File: config.mk
export PLATFORM = sky130hd
export DESIGN_NAME = qir_sqrt
export DESIGN_NICKNAME = d
export VERILOG_FILES = /design/src/rtl/quaternion_inverse_rotate_top_assert.svh /design/src/rtl/qir_pkg.sv /design/src/rtl/qir_sqrt.sv
export SDC_FILE = /design/constraint.sdc
export NUM_CORES = 2
export LEC_CHECK = 0
export BUFFER_PORTS_ARGS = -buffer_cell sky130_fd_sc_hd__buf_2
export CAP_MARGIN = 20
export CORE_ASPECT_RATIO = 0.9
export CORE_MARGIN = 2
export CORE_UTILIZATION = 47
export CTS_BUF_LIST = sky130_fd_sc_hd__clkbuf_8
export DETAILED_ROUTE_END_ITERATION = 10
export PLACE_DENSITY = 0.73
export SETUP_SLACK_MARGIN = 0.15
export SYNTH_ARGS = -nofsm -noshare
export SYNTH_HDL_FRONTEND = slang
export SYNTH_SLANG_ARGS = --single-unit
File: constraint.sdc
create_clock -name clk -period 6.1 [get_ports clk]
set_input_delay 0.305 -clock clk [delete_from_list [all_inputs] [get_ports clk]]
set_output_delay 0.305 -clock clk [all_outputs]
set_load 0.005 [all_outputs]
File: src/rtl/quaternion_inverse_rotate_top_assert.svh
// Assertion macros for the quaternion inverse rotation block
`ifndef QUATERNION_INVERSE_ROTATE_TOP_ASSERT_SVH
`define QUATERNION_INVERSE_ROTATE_TOP_ASSERT_SVH

// check that cons holds whenever ante holds, outside reset
`define QIR_ASSERT_IMPL(name, ante, cons) \
  name: assert property (@(posedge clk) disable iff (rst) (ante) |-> (cons)) \
    else $error("quaternion inverse rotate check failed");

// check that cond never holds, outside reset
`define QIR_ASSERT_NEVER(name, cond) \
  name: assert property (@(posedge clk) disable iff (rst) !(cond)) \
    else $error("quaternion inverse rotate check failed");

`endif

File: src/rtl/qir_pkg.sv
// Shared widths, pipeline depths and types for the quaternion inverse rotation block
package qir_pkg;

  localparam int QW         = 16;          // quaternion component width
  localparam int VW         = 16;          // vector component width
  localparam int RW         = 17;          // rotated component width
  localparam int NSQ_W      = 33;          // squared norm width
  localparam int NORM_SHIFT = 30;          // squared norm is scaled by 2^30 before sqrt
  localparam int ROOT_W     = 32;          // integer square root width
  localparam int NUM_W      = 64;          // dividend width
  localparam int QUOT_W     = 32;          // quotient width
  localparam int NRM_W      = 33;          // signed unit component, Q30
  localparam int SQRT_STAGES = ROOT_W;     // one root bit per stage
  localparam int DIV_STAGES  = QUOT_W;     // one quotient bit per stage

  localparam logic [15:0] EPS_RESET = 16'd268;

  // sideband that travels with every item down the pipeline
  typedef struct packed {
    logic                   valid;
    logic                   ident;
    logic [3:0][QW-1:0]     q;     // w, x, y, z
    logic [2:0][VW-1:0]     v;     // x, y, z
  } side_t;

endpackage

File: src/rtl/qir_sqrt.sv
// Pipelined integer square root of the scaled squared norm, one root bit per stage
module qir_sqrt (
  input  logic                          clk,
  input  logic                          en,
  input  logic [qir_pkg::NSQ_W-1:0]     nsq,
  output logic [qir_pkg::ROOT_W-1:0]    root
);

  localparam int STAGES = qir_pkg::SQRT_STAGES;
  localparam int RW     = qir_pkg::ROOT_W + 3;

  logic [RW-1:0]                 rem [0:STAGES-1];
  logic [qir_pkg::ROOT_W-1:0]    rt  [0:STAGES];
  logic [qir_pkg::NUM_W-1:0]     xs  [0:STAGES-1];

  // seed: radicand is nsq * 2^30
  assign rem[0] = '0;
  assign rt[0]  = '0;
  assign xs[0]  = {1'b0, nsq, {qir_pkg::NORM_SHIFT{1'b0}}};

  for (genvar k = 0; k < STAGES; k++) begin : g_stage
    logic [RW-1:0] rem_sh;
    logic [RW-1:0] trial;
    logic          fit;

    // bring down the next two radicand bits and try the next root bit
    assign rem_sh = {rem[k][RW-3:0], xs[k][qir_pkg::NUM_W-1 -: 2]};
    assign trial  = {1'b0, rt[k], 2'b01};
    assign fit    = rem_sh >= trial;

    always_ff @(posedge clk) begin
      if (en) begin
        rt[k+1] <= {rt[k][qir_pkg::ROOT_W-2:0], fit};
      end
    end

    if (k < STAGES - 1) begin : g_carry
      always_ff @(posedge clk) begin
        if (en) begin
          rem[k+1] <= fit ? (rem_sh - trial) : rem_sh;
          xs[k+1]  <= {xs[k][qir_pkg::NUM_W-3:0], 2'b00};
        end
      end
    end
  end

  assign root = rt[STAGES];

endmodule

==> out/qor_table.md <==
| Result | This run | Unit |
|---|---|---|
| Run status | completed | - |
| Number of enable-type register cells in the synthesized netlist | 1754 | - |
| Category of the most critical setup path | reg2reg | - |
| Share of synthesized cell area in full adder, half adder and majority cells | 7.541 | % |
| Area fraction in compound gates after synthesis | 11.40 | % |
| Setup repair after global routing missed its margin | false | - |
| Peak supply drop | 0.2486 | mV |
| Flop-to-flop setup slack | 1.57 | ns |
| Ratio of final minimum period to clock period | 74.31 | % |
| Data arrival, critical path | 5.21 | ns |
| Io pins | 67 | - |
| Vias in the first global route | 59110 | - |
| Share of synthesized cell area in and, or, nand and nor gates | 11.89 | % |
| Fraction of final layout cells sized beyond drive strength 1 | 7.737 | % |
| Final min period | 4.533 | ns |
| Number of hold violations in the final report | 0 | - |
| Starting utilization of the core area | 47.36 | % |
| Main combinational cell family by area after synthesis | simple AND/OR/NAND/NOR gates | - |
| Count of unresolved DRC violations after routing | 0 | - |
| Top area cells in the synthesized netlist | edfxtp_1, ha_1, xnor2_1 | - |
| Power density cells | 348.7 | nW/µm² |
| Total number of yosys warnings | 0 | - |
| Xor-xnor portion of the synthesized cell area | 7.272 | % |
| TritonCTS clock tree | yes | - |
| Maximum number of pins on one net before global-route repair | 174 | - |
| Achievable clock frequency | 220.6 | MHz |
| Number of antenna violations at the first check in global routing | 3 | - |
| Crit end category | register | - |
| HPWL reported at the end of detailed placement | 133000 | µm |
| Slew margin rel. | 27.43 | % |
| Core Rows | 153 | - |
| Unique cell type count in the Yosys netlist | 85 | - |
| Wire length per cell after detailed routing | 16.91 | µm |
| Reported leakage power | 0.03942 | µW |
| Post-CTS Hold Buffers | 64 | - |
| Synthesis-stage register bit count | 1754 | - |
| Clock sink total | 1754 | - |
| Pwr Total | 35340 | µW |
| Maximum number of buffers from clock root to sink | 4 | - |
| Maximum level of the CTS H-tree | 5 | - |
| Relative area change from synthesis to final layout | 10.58 | % |
| Final max-slew violation count | 0 | - |
| Horizontal die dimension | 469.5 | µm |
| Async S/R FF share, synth | 0 | % |
| Total of endpoints with negative setup slack in the final report | 0 | - |
| Number of nets produced by synthesis | 8451 | - |
| Required time of the critical path | 6.78 | ns |
| Portion of synthesized cell area occupied by the leading cell type | 57.47 | % |
| All-Layer GR Usage | 18.31 | % |
| Clock slew at reported path FFs | 0.06 | ns |
| Number of clock buffers inserted by TritonCTS | 310 | - |
| Most common cell after layout, fill and taps aside | edfxtp_1 | - |
| Final wirelength | 185800 | µm |
| Drt initial violations | 5111 | - |
| Biggest area consumer among synthesized cells | edfxtp_1 | - |
| Top FF cell, synth | edfxtp_1 | - |
| GRT overflow | 0 | - |
| Vias | 60850 | - |
| Count of nets left with antenna violations after detail routing | 0 | - |
| CP Max Fanout | 28 | - |
| Final Net Count | 8792 | - |
| Area of the mapped netlist | 91660 | µm² |
| Global-route wire length before repair | 301700 | µm |
| Vert. Die Dim | 422.9 | µm |
| Core ar. | 193500 | µm² |
| Number of buffers added on ports | 66 | - |
| Die Footprint | 198600 | µm² |
| Gp weighted congestion | 0.8754 | - |
| Number of gates resized after cts | 0 | - |
| Worst-margin pin slew | 1.074 | ns |
| Worst setup skew after layout | 0.08294 | ns |
| Total of max-cap violations | 0 | - |
| Average via count per standard cell | 5.538 | - |
| Number of optimization iterations in the first detailed-route pass | 6 | - |
| Worst hold-check path type | in2reg | - |
| CP startpoint kind | register | - |
| Commonest non-fill, non-tap cells in the layout | edfxtp_1, inv_1, nand2_1, ha_1, a21oi_1 | - |
| Count of filler cells inserted in the layout | 16380 | - |
| Synthesized instance count | 7872 | - |
| Avg Cell Area, Syn | 11.64 | µm² |
| Share of synthesized area spent on multiplexers | 0.8791 | % |
| Worst skew pair latency | 1.01 | ns |
| Root buf cell | clkbuf_8 | - |
| Post-CTS setup buffers | 0 | - |
| Share of the yosys chip area belonging to registers | 57.47 | % |
| Setup Total Neg Slack | 0 | ns |
synthesized netlist by cell type (all sizes together), types with 23 or more instances:
master and instances:
nor3b 23, nand2b 92, or4 66, o21a 82
nor2b 49, edfxtp 1754, a31oi 47, ha 530
nand3b 30, inv 710, a211oi 57, a21oi 485
a21o 176, or2 54, nor2 480, or3 110
a21boi 29, and2 26, o21bai 59, nor4 126
and3 38, clkbuf 134, nand4 74, xnor2 384
nand4b 23, mux2 68, o21ai 482, nand3 112
xor2 377, nand2 601, o211ai 41, o31ai 59
nor3 234
final timing paths:
kind / start / endpoint / cells past startpoint
worst max register to register: g_stage[23].rem_sh[6] / g_stage[24].rem_sh[34] / 11
worst min-delay path: nsq[9] / xs[1961] / 2
worst min register to register: xs[1148] / g_stage[15].rem_sh[0] / 0
worst max-delay path: g_stage[23].rem_sh[6] / g_stage[24].rem_sh[34] / 11
power by group:
part / internal (µW) / switching [µW] / leakage [µW] / total [µW]
sequential: 15600 / 1220 / 0.0166 / 16800
clock: 5170 / 4720 / 0.00312 / 9890
combinational: 3710 / 4890 / 0.0197 / 8600
through the flow:
stage	area [µm²]	setup WS, ns	hold slack, ns	util, %	std cells
after global routing	101400	1.195	0.06545	52.37	10990
after detailed placement	95220	1.631	0.4045	49.20	10390
after CTS	101300	1.566	0.02478	52.35	10980
after floorplan	91660	2.571	0.4003	-	7872
after global placement	95200	1.726	0.4009	49.19	10390
final	101400	1.567	0.1296	52.37	10990
layout make-up:
type | instances | area (µm²) | area share, %
Tap cell | 2557 | 3199 | 3.156
Clock inverter | 214 | 1167 | 1.152
Multi-Input combinational cell | 5253 | 35860 | 35.38
Timing Repair Buffer | 180 | 1478 | 1.458
Antenna cell | 4 | 10.01 | 0.009876
Sequential cell | 1754 | 52670 | 51.97
Clock buffer | 312 | 4294 | 4.237
Inverter | 714 | 2680 | 2.644
worst max-delay path: stages (launching register included):
cell and delay (ns):
edfxtp_1 0.39, ha_1 0.25, or3_1 0.41, or2_2 0.29, a31oi_1 0.33, o211ai_1 0.17
a21boi_0 0.64, o22ai_1 0.27, nor3_2 0.24, clkinv_1 0.71, a31oi_1 0.43, a31oi_1 0.08
state kept, by name, summed over array words and instances, names as in the netlist:
signal	cells
root	32
g_stage.trial	496
xs	240
g_stage.rem_sh	986
routing by layer:
| layer | part of all wire [%] | vias to the layer above | routed length [µm] | GRT usage [%] |
|---|---|---|---|---|
| li1 | - | 29700 | - | - |
| met1 | 45 | 29190 | 84260 | 25.04 |
| met2 | 47 | 1554 | 86900 | 29.81 |
| met3 | 4.9 | 407 | 9040 | 2.803 |
| met4 | 3.0 | 0 | 5569 | 6.316 |
| met5 | 0 | - | 0 | 0 |
cell families (layout without fill, tap and decap cells):
group	after synthesis	count (layout)
and+or+nand+nor	2187	2187
DFF	1754	1754
AOI/OAI and AO/OA	1688	1688
buffers and inverters	865	1420
xor gates and xnor gates	761	761
adders and majority gates	544	544
muxes	72	72
other	1	5
Power figures use the tool's default switching activity.
